===== config.mk =====
export PLATFORM = sky130hd
export DESIGN_NAME = cascaded_pid_speed_controller
export DESIGN_NICKNAME = d
export VERILOG_FILES = /design/src/rtl/cpsc_pkg.sv /design/src/rtl/cascaded_pid_speed_controller.sv /design/src/rtl/cpsc_regs.sv /design/src/rtl/cpsc_sequencer.sv /design/src/rtl/cpsc_datapath.sv
export SDC_FILE = /design/constraint.sdc
export NUM_CORES = 2
export LEC_CHECK = 0
export ABC_CLOCK_PERIOD_IN_PS = 19200
export BUFFER_PORTS_ARGS = -buffer_cell sky130_fd_sc_hd__buf_2
export CAP_MARGIN = 20
export CORE_ASPECT_RATIO = 1.25
export CORE_UTILIZATION = 25
export DETAILED_ROUTE_END_ITERATION = 12
export SETUP_SLACK_MARGIN = 0.15
export SLEW_MARGIN = 10
export SYNTH_ARGS = -nofsm -noshare
export SYNTH_HDL_FRONTEND = slang
export SYNTH_HIERARCHICAL = 1
export SYNTH_SLANG_ARGS = --single-unit

===== constraint.sdc =====
create_clock -name aclk -period 19.2 [get_ports aclk]
set_input_delay 0.96 -clock aclk [delete_from_list [all_inputs] [get_ports aclk]]
set_output_delay 0.96 -clock aclk [all_outputs]
set_load 0.02 [all_outputs]

===== src/rtl/cpsc_pkg.sv =====
package cpsc_pkg;

    // field widths
    localparam int SPEED_W  = 17;
    localparam int ERR_W    = 18;
    localparam int DERR_W   = 19;
    localparam int GAIN_W   = 16;
    localparam int E_W      = 16;
    localparam int DE_W     = 17;
    localparam int DDE_W    = 18;
    localparam int LIM15_W  = 20;
    localparam int PROD_W   = GAIN_W + 1 + DERR_W;
    localparam int ACC_W    = PROD_W + 2;
    localparam int Q_SHIFT  = 12;
    localparam int QUOT_W   = ACC_W - Q_SHIFT;
    localparam int SUM_W    = QUOT_W + 1;
    localparam int DRV_W    = 16;
    localparam int OUT_W    = 15;

    // output saturation and clamp scaling
    localparam int OUTPUT_LIMIT = 15000;
    localparam int CLAMP_SHIFT  = 4;

    // configuration port
    localparam int PADDR_W = 6;
    localparam int PDATA_W = 64;
    localparam int BAND_W  = 48;
    localparam int OUTER_W = 32;
    localparam int NBANDS  = 4;

    localparam logic [BAND_W-1:0]  BAND0_RST  = 48'd8796213808742;
    localparam logic [BAND_W-1:0]  BAND1_RST  = 48'd22870781400269;
    localparam logic [BAND_W-1:0]  BAND2_RST  = 48'd38702003985203;
    localparam logic [BAND_W-1:0]  BAND3_RST  = 48'd0;
    localparam logic [OUTER_W-1:0] OUTER_RST  = 32'd93983744;
    localparam logic [BAND_W-1:0]  THRESH_RST = 48'd128850329610000;

    typedef enum logic [2:0] {
        REG_BAND0  = 3'd0,
        REG_BAND1  = 3'd1,
        REG_BAND2  = 3'd2,
        REG_BAND3  = 3'd3,
        REG_OUTER  = 3'd4,
        REG_THRESH = 3'd5
    } reg_idx_t;

    typedef struct packed {
        logic [NBANDS-1:0][BAND_W-1:0] band_gains;
        logic [OUTER_W-1:0]            outer_gains;
        logic [BAND_W-1:0]             thresholds;
    } cfg_t;

    // microcode fields
    typedef enum logic [0:0] {
        SEQ_NEXT,
        SEQ_EMIT
    } seq_op_t;

    typedef enum logic [2:0] {
        MA_OKP,
        MA_OKD,
        MA_KP,
        MA_KI,
        MA_KD
    } mul_a_t;

    typedef enum logic [2:0] {
        MB_ERR,
        MB_DERR,
        MB_E,
        MB_DE,
        MB_DDE
    } mul_b_t;

    typedef enum logic [1:0] {
        ACC_HOLD,
        ACC_LOAD,
        ACC_ADD
    } acc_op_t;

    typedef enum logic [2:0] {
        DP_NONE,
        DP_SETUP,
        DP_OUTER,
        DP_DIFF,
        DP_DELTA,
        DP_FINISH
    } dp_op_t;

    typedef struct packed {
        seq_op_t seq_op;
        mul_a_t  mul_a;
        mul_b_t  mul_b;
        acc_op_t acc_op;
        dp_op_t  dp_op;
    } ctrl_t;

    localparam int STEP_W    = 4;
    localparam int LAST_STEP = 10;

    localparam ctrl_t CTRL_NOP = '{SEQ_NEXT, MA_OKP, MB_ERR, ACC_HOLD, DP_NONE};

    // control store: outer pd, then inner pid, then clamp and commit
    function automatic ctrl_t ucode(input logic [STEP_W-1:0] step);
        ctrl_t c;
        c = CTRL_NOP;
        case (step)
            4'd0:  c = '{SEQ_NEXT, MA_OKP, MB_ERR,  ACC_HOLD, DP_SETUP};
            4'd1:  c = '{SEQ_NEXT, MA_OKP, MB_ERR,  ACC_HOLD, DP_NONE};
            4'd2:  c = '{SEQ_NEXT, MA_OKD, MB_DERR, ACC_LOAD, DP_NONE};
            4'd3:  c = '{SEQ_NEXT, MA_OKD, MB_DERR, ACC_ADD,  DP_NONE};
            4'd4:  c = '{SEQ_NEXT, MA_OKP, MB_ERR,  ACC_HOLD, DP_OUTER};
            4'd5:  c = '{SEQ_NEXT, MA_KI,  MB_E,    ACC_HOLD, DP_DIFF};
            4'd6:  c = '{SEQ_NEXT, MA_KP,  MB_DE,   ACC_LOAD, DP_NONE};
            4'd7:  c = '{SEQ_NEXT, MA_KD,  MB_DDE,  ACC_ADD,  DP_NONE};
            4'd8:  c = '{SEQ_NEXT, MA_KD,  MB_DDE,  ACC_ADD,  DP_NONE};
            4'd9:  c = '{SEQ_NEXT, MA_KD,  MB_DDE,  ACC_HOLD, DP_DELTA};
            4'd10: c = '{SEQ_EMIT, MA_KD,  MB_DDE,  ACC_HOLD, DP_FINISH};
            default: c = CTRL_NOP;
        endcase
        return c;
    endfunction

    // divide by 4096 rounding toward zero
    function automatic logic signed [QUOT_W-1:0] trunc_q12(input logic signed [ACC_W-1:0] x);
        logic signed [ACC_W-1:0] biased;
        biased = x + (x[ACC_W-1] ? ACC_W'((1 << Q_SHIFT) - 1) : '0);
        return biased[ACC_W-1:Q_SHIFT];
    endfunction

endpackage


===== src/rtl/cascaded_pid_speed_controller.sv =====
// channel   | handshake                   | payload
// ----------+-----------------------------+---------------------------------------
// input     | s_valid / s_ready           | s_measured_speed, s_target_speed
// result    | m_valid / m_ready           | m_drive_value
// config    | psel, penable, pwrite       | paddr, pwdata, prdata (pready tied high)
//
// one item runs through the microcode steps of the sequencer after acceptance (one control word
// per step sharing a single 17x19 multiplier), then returns to idle before accepting the next item
// the result sits in an output register; the next item is accepted while it waits
// the last step holds when the output register is still full and m_ready is low
// synchronous active-low reset clears controller state and restores register defaults
module cascaded_pid_speed_controller (
    input  logic                                  aclk,
    input  logic                                  aresetn,
    input  logic                                  psel,
    input  logic                                  penable,
    input  logic                                  pwrite,
    input  logic [cpsc_pkg::PADDR_W-1:0]          paddr,
    input  logic [cpsc_pkg::PDATA_W-1:0]          pwdata,
    output logic [cpsc_pkg::PDATA_W-1:0]          prdata,
    output logic                                  pready,
    input  logic                                  s_valid,
    output logic                                  s_ready,
    input  logic signed [cpsc_pkg::SPEED_W-1:0]   s_measured_speed,
    input  logic signed [cpsc_pkg::SPEED_W-1:0]   s_target_speed,
    output logic                                  m_valid,
    input  logic                                  m_ready,
    output logic signed [cpsc_pkg::OUT_W-1:0]     m_drive_value
);

    cpsc_pkg::cfg_t                      cfg;
    cpsc_pkg::ctrl_t                     ctrl;
    logic                                busy, done, start, out_full;
    logic signed [cpsc_pkg::OUT_W-1:0]   result;
    logic                                m_valid_reg;
    logic signed [cpsc_pkg::OUT_W-1:0]   m_drive_value_reg;

    assign pready   = 1'b1;
    assign s_ready  = !busy;
    assign start    = s_valid && s_ready;
    assign out_full = m_valid_reg && !m_ready;

    cpsc_regs u_regs (
        .aclk    (aclk),
        .aresetn (aresetn),
        .psel    (psel),
        .penable (penable),
        .pwrite  (pwrite),
        .paddr   (paddr),
        .pwdata  (pwdata),
        .prdata  (prdata),
        .cfg     (cfg)
    );

    cpsc_sequencer u_seq (
        .aclk     (aclk),
        .aresetn  (aresetn),
        .start    (start),
        .out_full (out_full),
        .ctrl     (ctrl),
        .busy     (busy),
        .done     (done)
    );

    cpsc_datapath u_dp (
        .aclk           (aclk),
        .aresetn        (aresetn),
        .load           (start),
        .measured_speed (s_measured_speed),
        .target_speed   (s_target_speed),
        .cfg            (cfg),
        .ctrl           (ctrl),
        .result         (result)
    );

    // output register
    always_ff @(posedge aclk) begin
        if (!aresetn) begin
            m_valid_reg <= 1'b0;
        end else if (done) begin
            m_valid_reg <= 1'b1;
        end else if (m_ready) begin
            m_valid_reg <= 1'b0;
        end
    end

    always_ff @(posedge aclk) begin
        if (done) begin
            m_drive_value_reg <= result;
        end
    end

    assign m_valid       = m_valid_reg;
    assign m_drive_value = m_drive_value_reg;

    // an accepted item keeps the input closed on the next cycle
    a_accept_closes: assert property (@(posedge aclk) disable iff (!aresetn)
        start |=> !s_ready)
        else $error("input reopened right after accepting an item");

endmodule


===== src/rtl/cpsc_regs.sv =====
module cpsc_regs (
    input  logic                               aclk,
    input  logic                               aresetn,
    input  logic                               psel,
    input  logic                               penable,
    input  logic                               pwrite,
    input  logic [cpsc_pkg::PADDR_W-1:0]       paddr,
    input  logic [cpsc_pkg::PDATA_W-1:0]       pwdata,
    output logic [cpsc_pkg::PDATA_W-1:0]       prdata,
    output cpsc_pkg::cfg_t                     cfg
);

    logic [cpsc_pkg::BAND_W-1:0]  band0_reg, band1_reg, band2_reg, band3_reg;
    logic [cpsc_pkg::OUTER_W-1:0] outer_reg;
    logic [cpsc_pkg::BAND_W-1:0]  thresh_reg;
    logic [2:0]                   idx;
    logic                         wr_en;

    assign idx   = paddr[cpsc_pkg::PADDR_W-1:3];
    assign wr_en = psel && penable && pwrite;

    // register writes
    always_ff @(posedge aclk) begin
        if (!aresetn) begin
            band0_reg  <= cpsc_pkg::BAND0_RST;
            band1_reg  <= cpsc_pkg::BAND1_RST;
            band2_reg  <= cpsc_pkg::BAND2_RST;
            band3_reg  <= cpsc_pkg::BAND3_RST;
            outer_reg  <= cpsc_pkg::OUTER_RST;
            thresh_reg <= cpsc_pkg::THRESH_RST;
        end else if (wr_en) begin
            case (idx)
                cpsc_pkg::REG_BAND0:  band0_reg  <= pwdata[cpsc_pkg::BAND_W-1:0];
                cpsc_pkg::REG_BAND1:  band1_reg  <= pwdata[cpsc_pkg::BAND_W-1:0];
                cpsc_pkg::REG_BAND2:  band2_reg  <= pwdata[cpsc_pkg::BAND_W-1:0];
                cpsc_pkg::REG_BAND3:  band3_reg  <= pwdata[cpsc_pkg::BAND_W-1:0];
                cpsc_pkg::REG_OUTER:  outer_reg  <= pwdata[cpsc_pkg::OUTER_W-1:0];
                cpsc_pkg::REG_THRESH: thresh_reg <= pwdata[cpsc_pkg::BAND_W-1:0];
                default: ;
            endcase
        end
    end

    // read mux, unmapped addresses read zero
    always_comb begin
        case (idx)
            cpsc_pkg::REG_BAND0:  prdata = cpsc_pkg::PDATA_W'(band0_reg);
            cpsc_pkg::REG_BAND1:  prdata = cpsc_pkg::PDATA_W'(band1_reg);
            cpsc_pkg::REG_BAND2:  prdata = cpsc_pkg::PDATA_W'(band2_reg);
            cpsc_pkg::REG_BAND3:  prdata = cpsc_pkg::PDATA_W'(band3_reg);
            cpsc_pkg::REG_OUTER:  prdata = cpsc_pkg::PDATA_W'(outer_reg);
            cpsc_pkg::REG_THRESH: prdata = cpsc_pkg::PDATA_W'(thresh_reg);
            default:              prdata = '0;
        endcase
    end

    assign cfg.band_gains[0] = band0_reg;
    assign cfg.band_gains[1] = band1_reg;
    assign cfg.band_gains[2] = band2_reg;
    assign cfg.band_gains[3] = band3_reg;
    assign cfg.outer_gains   = outer_reg;
    assign cfg.thresholds    = thresh_reg;

endmodule


===== src/rtl/cpsc_sequencer.sv =====
module cpsc_sequencer (
    input  logic            aclk,
    input  logic            aresetn,
    input  logic            start,
    input  logic            out_full,
    output cpsc_pkg::ctrl_t ctrl,
    output logic            busy,
    output logic            done
);

    logic [cpsc_pkg::STEP_W-1:0] step_reg, step_next;
    logic                        busy_reg, busy_next;
    cpsc_pkg::ctrl_t             word;
    logic                        stall;

    assign word  = cpsc_pkg::ucode(step_reg);
    assign stall = (word.seq_op == cpsc_pkg::SEQ_EMIT) && out_full;

    // step counter and control word issue
    always_comb begin
        step_next = step_reg;
        busy_next = busy_reg;
        ctrl      = cpsc_pkg::CTRL_NOP;
        done      = 1'b0;
        if (busy_reg) begin
            ctrl = word;
            case (word.seq_op)
                cpsc_pkg::SEQ_NEXT: begin
                    step_next = step_reg + 1'b1;
                end
                cpsc_pkg::SEQ_EMIT: begin
                    if (stall) begin
                        // wait on self until the output register frees up
                        ctrl.dp_op  = cpsc_pkg::DP_NONE;
                        ctrl.acc_op = cpsc_pkg::ACC_HOLD;
                    end else begin
                        done      = 1'b1;
                        busy_next = 1'b0;
                        step_next = '0;
                    end
                end
                default: ;
            endcase
        end else if (start) begin
            busy_next = 1'b1;
            step_next = '0;
        end
    end

    always_ff @(posedge aclk) begin
        if (!aresetn) begin
            step_reg <= '0;
            busy_reg <= 1'b0;
        end else begin
            step_reg <= step_next;
            busy_reg <= busy_next;
        end
    end

    assign busy = busy_reg;

    // an item finishes only from the emit step
    a_end_at_last: assert property (@(posedge aclk) disable iff (!aresetn)
        $fell(busy_reg) |-> $past(step_reg) == cpsc_pkg::STEP_W'(cpsc_pkg::LAST_STEP))
        else $error("sequencer left busy before the last step");

    // a result is never issued into a full output register
    a_no_overrun: assert property (@(posedge aclk) disable iff (!aresetn)
        done |-> !out_full)
        else $error("result issued while output register full");

endmodule


===== src/rtl/cpsc_datapath.sv =====
module cpsc_datapath (
    input  logic                                   aclk,
    input  logic                                   aresetn,
    input  logic                                   load,
    input  logic signed [cpsc_pkg::SPEED_W-1:0]    measured_speed,
    input  logic signed [cpsc_pkg::SPEED_W-1:0]    target_speed,
    input  cpsc_pkg::cfg_t                         cfg,
    input  cpsc_pkg::ctrl_t                        ctrl,
    output logic signed [cpsc_pkg::OUT_W-1:0]      result
);

    localparam int SW = cpsc_pkg::SUM_W;
    localparam logic signed [SW-1:0] LIM_POS = SW'(cpsc_pkg::OUTPUT_LIMIT);
    localparam logic signed [SW-1:0] LIM_NEG = -LIM_POS;
    localparam logic signed [cpsc_pkg::QUOT_W-1:0] E_MAX = cpsc_pkg::QUOT_W'(32767);
    localparam logic signed [cpsc_pkg::QUOT_W-1:0] E_MIN = -cpsc_pkg::QUOT_W'(32768);

    // item operands
    logic signed [cpsc_pkg::SPEED_W-1:0] meas_reg, targ_reg;
    logic signed [cpsc_pkg::ERR_W-1:0]   err_reg;
    logic signed [cpsc_pkg::DERR_W-1:0]  derr_reg;
    logic [cpsc_pkg::GAIN_W-1:0]         kp_reg, ki_reg, kd_reg;
    logic signed [cpsc_pkg::E_W-1:0]     e_reg;
    logic signed [cpsc_pkg::DE_W-1:0]    de_reg;
    logic signed [cpsc_pkg::DDE_W-1:0]   dde_reg;
    logic signed [cpsc_pkg::LIM15_W-1:0] lim15_reg;
    logic signed [SW-1:0]                sum_reg;
    logic signed [cpsc_pkg::PROD_W-1:0]  prod_reg;
    logic signed [cpsc_pkg::ACC_W-1:0]   acc_reg;

    // controller state
    logic signed [cpsc_pkg::ERR_W-1:0]   prev_outer_reg;
    logic signed [cpsc_pkg::E_W-1:0]     e1_reg, e2_reg;
    logic signed [cpsc_pkg::DRV_W-1:0]   drive_reg, drive_next;

    // setup logic
    logic signed [cpsc_pkg::ERR_W-1:0]   err_c;
    logic [cpsc_pkg::SPEED_W-1:0]        mag_c;
    logic [cpsc_pkg::BAND_W-1:0]         gains_c;

    // multiplier operands
    logic [cpsc_pkg::GAIN_W-1:0]         op_a;
    logic signed [cpsc_pkg::DERR_W-1:0]  op_b;

    // scaled results
    logic signed [cpsc_pkg::QUOT_W-1:0]  quot_c;
    logic signed [SW-1:0]                lim15_ext, clamp_c;

    assign err_c = cpsc_pkg::ERR_W'(targ_reg) - cpsc_pkg::ERR_W'(meas_reg);
    assign mag_c = meas_reg[cpsc_pkg::SPEED_W-1] ? cpsc_pkg::SPEED_W'(-meas_reg)
                                                 : cpsc_pkg::SPEED_W'(meas_reg);

    // gain band select by speed magnitude, first match wins
    always_comb begin
        if (mag_c < cpsc_pkg::SPEED_W'(cfg.thresholds[15:0]))
            gains_c = cfg.band_gains[0];
        else if (mag_c < cpsc_pkg::SPEED_W'(cfg.thresholds[31:16]))
            gains_c = cfg.band_gains[1];
        else if (mag_c < cpsc_pkg::SPEED_W'(cfg.thresholds[47:32]))
            gains_c = cfg.band_gains[2];
        else
            gains_c = cfg.band_gains[3];
    end

    // operand muxes for the shared multiplier
    always_comb begin
        case (ctrl.mul_a)
            cpsc_pkg::MA_OKP: op_a = cfg.outer_gains[15:0];
            cpsc_pkg::MA_OKD: op_a = cfg.outer_gains[31:16];
            cpsc_pkg::MA_KP:  op_a = kp_reg;
            cpsc_pkg::MA_KI:  op_a = ki_reg;
            cpsc_pkg::MA_KD:  op_a = kd_reg;
            default:          op_a = '0;
        endcase
        case (ctrl.mul_b)
            cpsc_pkg::MB_ERR:  op_b = cpsc_pkg::DERR_W'(err_reg);
            cpsc_pkg::MB_DERR: op_b = derr_reg;
            cpsc_pkg::MB_E:    op_b = cpsc_pkg::DERR_W'(e_reg);
            cpsc_pkg::MB_DE:   op_b = cpsc_pkg::DERR_W'(de_reg);
            cpsc_pkg::MB_DDE:  op_b = cpsc_pkg::DERR_W'(dde_reg);
            default:           op_b = '0;
        endcase
    end

    assign quot_c = cpsc_pkg::trunc_q12(acc_reg);

    // clamp toward 15*e on the error's side, then saturate
    assign lim15_ext = SW'(lim15_reg);
    always_comb begin
        if ((!e_reg[cpsc_pkg::E_W-1] && sum_reg >= lim15_ext) ||
            (e_reg[cpsc_pkg::E_W-1] && sum_reg <= lim15_ext))
            clamp_c = lim15_ext;
        else
            clamp_c = sum_reg;
        if (clamp_c > LIM_POS)
            drive_next = cpsc_pkg::DRV_W'(LIM_POS);
        else if (clamp_c < LIM_NEG)
            drive_next = cpsc_pkg::DRV_W'(LIM_NEG);
        else
            drive_next = cpsc_pkg::DRV_W'(clamp_c);
    end

    // input capture
    always_ff @(posedge aclk) begin
        if (load) begin
            meas_reg <= measured_speed;
            targ_reg <= target_speed;
        end
    end

    // multiplier and accumulator
    always_ff @(posedge aclk) begin
        prod_reg <= $signed({1'b0, op_a}) * op_b;
        case (ctrl.acc_op)
            cpsc_pkg::ACC_LOAD: acc_reg <= cpsc_pkg::ACC_W'(prod_reg);
            cpsc_pkg::ACC_ADD:  acc_reg <= acc_reg + cpsc_pkg::ACC_W'(prod_reg);
            default: ;
        endcase
    end

    // working registers per datapath op
    always_ff @(posedge aclk) begin
        case (ctrl.dp_op)
            cpsc_pkg::DP_SETUP: begin
                err_reg  <= err_c;
                derr_reg <= cpsc_pkg::DERR_W'(err_c) - cpsc_pkg::DERR_W'(prev_outer_reg);
                kp_reg   <= gains_c[15:0];
                ki_reg   <= gains_c[31:16];
                kd_reg   <= gains_c[47:32];
            end
            cpsc_pkg::DP_OUTER: begin
                if (quot_c > E_MAX)
                    e_reg <= cpsc_pkg::E_W'(E_MAX);
                else if (quot_c < E_MIN)
                    e_reg <= cpsc_pkg::E_W'(E_MIN);
                else
                    e_reg <= cpsc_pkg::E_W'(quot_c);
            end
            cpsc_pkg::DP_DIFF: begin
                de_reg    <= cpsc_pkg::DE_W'(e_reg) - cpsc_pkg::DE_W'(e1_reg);
                dde_reg   <= cpsc_pkg::DDE_W'(e_reg) - (cpsc_pkg::DDE_W'(e1_reg) <<< 1)
                             + cpsc_pkg::DDE_W'(e2_reg);
                lim15_reg <= (cpsc_pkg::LIM15_W'(e_reg) <<< cpsc_pkg::CLAMP_SHIFT)
                             - cpsc_pkg::LIM15_W'(e_reg);
            end
            cpsc_pkg::DP_DELTA: begin
                sum_reg <= SW'(drive_reg) + SW'(quot_c);
            end
            default: ;
        endcase
    end

    // controller state commits once per item
    always_ff @(posedge aclk) begin
        if (!aresetn) begin
            prev_outer_reg <= '0;
            e1_reg         <= '0;
            e2_reg         <= '0;
            drive_reg      <= '0;
        end else if (ctrl.dp_op == cpsc_pkg::DP_FINISH) begin
            prev_outer_reg <= err_reg;
            e1_reg         <= e_reg;
            e2_reg         <= e1_reg;
            drive_reg      <= drive_next;
        end
    end

    assign result = drive_next[cpsc_pkg::OUT_W-1:0];

    // the stored drive always stays inside the output limit
    a_drive_in_range: assert property (@(posedge aclk) disable iff (!aresetn)
        (drive_reg <= cpsc_pkg::DRV_W'(cpsc_pkg::OUTPUT_LIMIT)) &&
        (drive_reg >= -cpsc_pkg::DRV_W'(cpsc_pkg::OUTPUT_LIMIT)))
        else $error("drive accumulator outside output limit");

endmodule

==> impl_results.md <==
* Post-layout net count at approximately 6,000
* Cts bufs inserted at 76
* Worst-skew pair later-pin latency at about 700 ps
* Share of synthesized flip-flops with an asynchronous set or reset at 0%
* Critical path launch point type: register
* Final Total Pwr at about 4.2 mW
* Die outline width at around 400 um
* FP Rows at around 180
* Clock tree skew after final layout at ~46 ps
* Synth warnings at 6
* Synthesized area at 50,100 sq um
* Total half-perimeter wirelength after legalization and detailed placement at 107,000 um
* Total congestion overflow after global routing at 0
* Initial Util at between 20% and 30%
* Quantity of hold-fixing buffers added after cts at 0
* Synthesized area divided by synthesized cell count at about 9.4 sq um
* Detailed-route via count at between 30,000 and 40,000
* Postcts setup bufs at 0
* Wire length after detailed routing at about 150,000 um
* Root buffer cell: clkbuf_16
* Post-route worst hold slack at ~460 ps
* Post-synth cell types at between 100 and 150
* CTS-repair resized insts at 0
* Number of vias per cell at between 4 and 5
* Via count of the first global-routing pass at 39,700
* Final Util at between 20 and 30%
* Die Area at a little over 200,000 sq um
* Synth cell count leaders: 683 x inv_1, 657 x nand2_1, 390 x dfxtp_1
* Critical path start-end classification: reg2reg
* Cells taking the most area after synthesis: edfxtp_1 16%, dfxtp_1 16%, fa_1 13%
* Pins Over Slew Limit at 0
* Die height at between 500 and 600 um
* Worst-case setup margin in the final layout at a little under 10,000 ps
* Wire length per cell after detailed routing at about 19 um
* Post-route cell area at between 50,000 and 60,000 sq um
* Number of enable-type register cells in the synthesized netlist at 270
* Remaining DRCs at 0
* Final antenna-violating net count at 0
* Starting DRT DRC Count at ~2,700
* Finish-stage setup viols at 0
* CTS sink cnt at 660
* Number of port buffers at between 150 and 200
* Flops & latches, synth at 660
* Largest net degree at the start of global routing at 192
* # IOs at approximately 190
* Number of placed instances, taps included at just under 8,000
* CTS HTree Levels at 3
* Worst setup slack after placement at between 9000 and 10,000 ps
* VDD IR max at 0.0000813 V
* Count of max-cap constraint violations at 0
* Core Area at 199,000 sq um
* Crit path capture type: register
* Class of the worst hold path: reg2reg
* First-pass iteration count of the detailed router at 6
* Area share of the largest cell type after synthesis at between 10% and 20%
* Portion of the clock cycle consumed by the worst path in the final layout at 49.5%
* Clk pin slew, worst setup/hold paths at around 60 ps
* Unrepaired setup endpoints after global routing: no
* Data required time at the worst endpoint at 19,830 ps
* Leading area contributor after synthesis: edfxtp_1
* Number of antenna violations at the first check in global routing at 5
* Worst slew pin tran at 1280 ps
* Maximum buffer depth of the clock tree at 3
* GRT Util Overall at between 10 and 15%
* Non-filler cells, final at about 8,000
* Shortest clock period the worst path allows after layout at approximately 9500 ps
* Final count of hold timing violations at 0
* Static power due to leakage at between 20 and 25 nW
* Outcome: complete, no violations
* Most numerous cell in the Yosys netlist: inv_1
* Layout-stage area growth over the synthesis result at 12.0%
* Slew headroom at between 10% and 20%
* Power Dens Cells at between 70 and 80 nW/um^2
* TritonCTS clock tree: done
* Cells after synthesis at 5,323
* Global-route wire length before repair at roughly 230,000 um
* Endpoint arrival time on the critical path at 10,140 ps
* Placed instance area at ~53,000 sq um
* Setup tns final at 0 ps
* GP Congestion at 0.890
* Timing-limited maximum frequency at around 110 MHz
* Sequential share of the synthesized area at about a third
* Primary flip-flop cell chosen by synthesis mapping: dfxtp_1
* Fraction of final layout cells with drive strength greater than 1 at under 10%
* Crit-path max FO at 34
==> cell families (layout without fill, tap and decap cells) <==
family,Yosys count,in the layout,share of synthesized area (%)
flops,660,660,31.8
fa+ha+maj,656,656,21.3
compound gates,1009,1009,14.0
other cells,2,19,0.0150
mux,425,425,8.70
buf+inv,965,1054,7.90
xor+xnor,183,183,3.20
simple gates,1423,1423,13.1
==> cell type report <==
class                           count  area [sq um]
Timing Repair Buffer              230          1370
Tap cell                         2590          3240
Clock buffer                      111          2280
Inverter                          683          2560
Clock inverter                     30           324
Multi-Input combinational cell   3713         30400
Fill cell                       20700        143000
Antenna cell                        2          5.00
Sequential cell                   660         15900
==> worst max-delay path, cell delays in order, from the launching register on <==
cell and delay, ps:
dfxtp_1 610, and2_4 610, buf_4 540, mux2i_1 270, o21ai_0 640, a221o_1 690, nand2_1 220, inv_1 190
fa_1 510, fa_1 890, fa_1 520, fa_1 490, fa_1 560, inv_1 60, fa_1 520, inv_1 40
ha_1 330, and3_1 220, a221o_1 390, nor3_1 150, a21oi_1 160, or4b_2 660, nand3_1 100
==> worst paths after layout <==
check / startpoint / slack [ps] / endpoint / cells past startpoint
setup / recovery: u_seq/busy / 9690 / u_dp/prod_reg[32] / 22
hold / removal: u_dp/e2_reg[6] / 460 / u_dp/e2_reg[6] / 2
setup reg to reg: u_seq/busy / 9690 / u_dp/prod_reg[32] / 22
hold reg to reg: u_dp/e2_reg[6] / 460 / u_dp/e2_reg[6] / 2
==> where the power goes <==
part | internal, mW | switching (mW) | leakage (nW)
clock | 0.851 | 0.648 | 1.28
combinational | 0.459 | 0.699 | 16.6
sequential | 1.55 | 0.0411 | 5.64
total | 2.86 | 1.39 | 23.5
==> routing by layer <==
metal | routed length (um) | global-route usage, % | vias to the layer above
li1 | - | - | 18300
met1 | 62200 | 17.5 | 18800
met2 | 70300 | 24.5 | 1339
met3 | 8960 | 2.28 | 327
met4 | 7100 | 7.01 | 6
met5 | 27 | 0 | -
==> layout by cell type, fill, tap and decap left out, types with 25 or more instances in the layout <==
cell type / count
a211oi_1: 30
a21boi_0: 61
a21o_1: 67
a21oi_1: 164
a221oi_1: 48
a221oi_2: 31
a22oi_1: 31
and2_1: 42
and3_1: 26
buf_2: 154
buf_4: 73
clkbuf_16: 79
dfxtp_1: 390
edfxtp_1: 270
fa_1: 328
ha_1: 327
inv_1: 683
mux2_2: 74
mux2i_1: 350
nand2_1: 656
nand2b_1: 40
nand3_1: 80
nor2_1: 251
nor2b_1: 92
nor3_1: 94
o211ai_1: 81
o21ai_0: 241
o31ai_1: 25
or3_1: 30
xnor2_1: 138
xor2_1: 45
No activity file was read; power rests on OpenSTA's default activity.
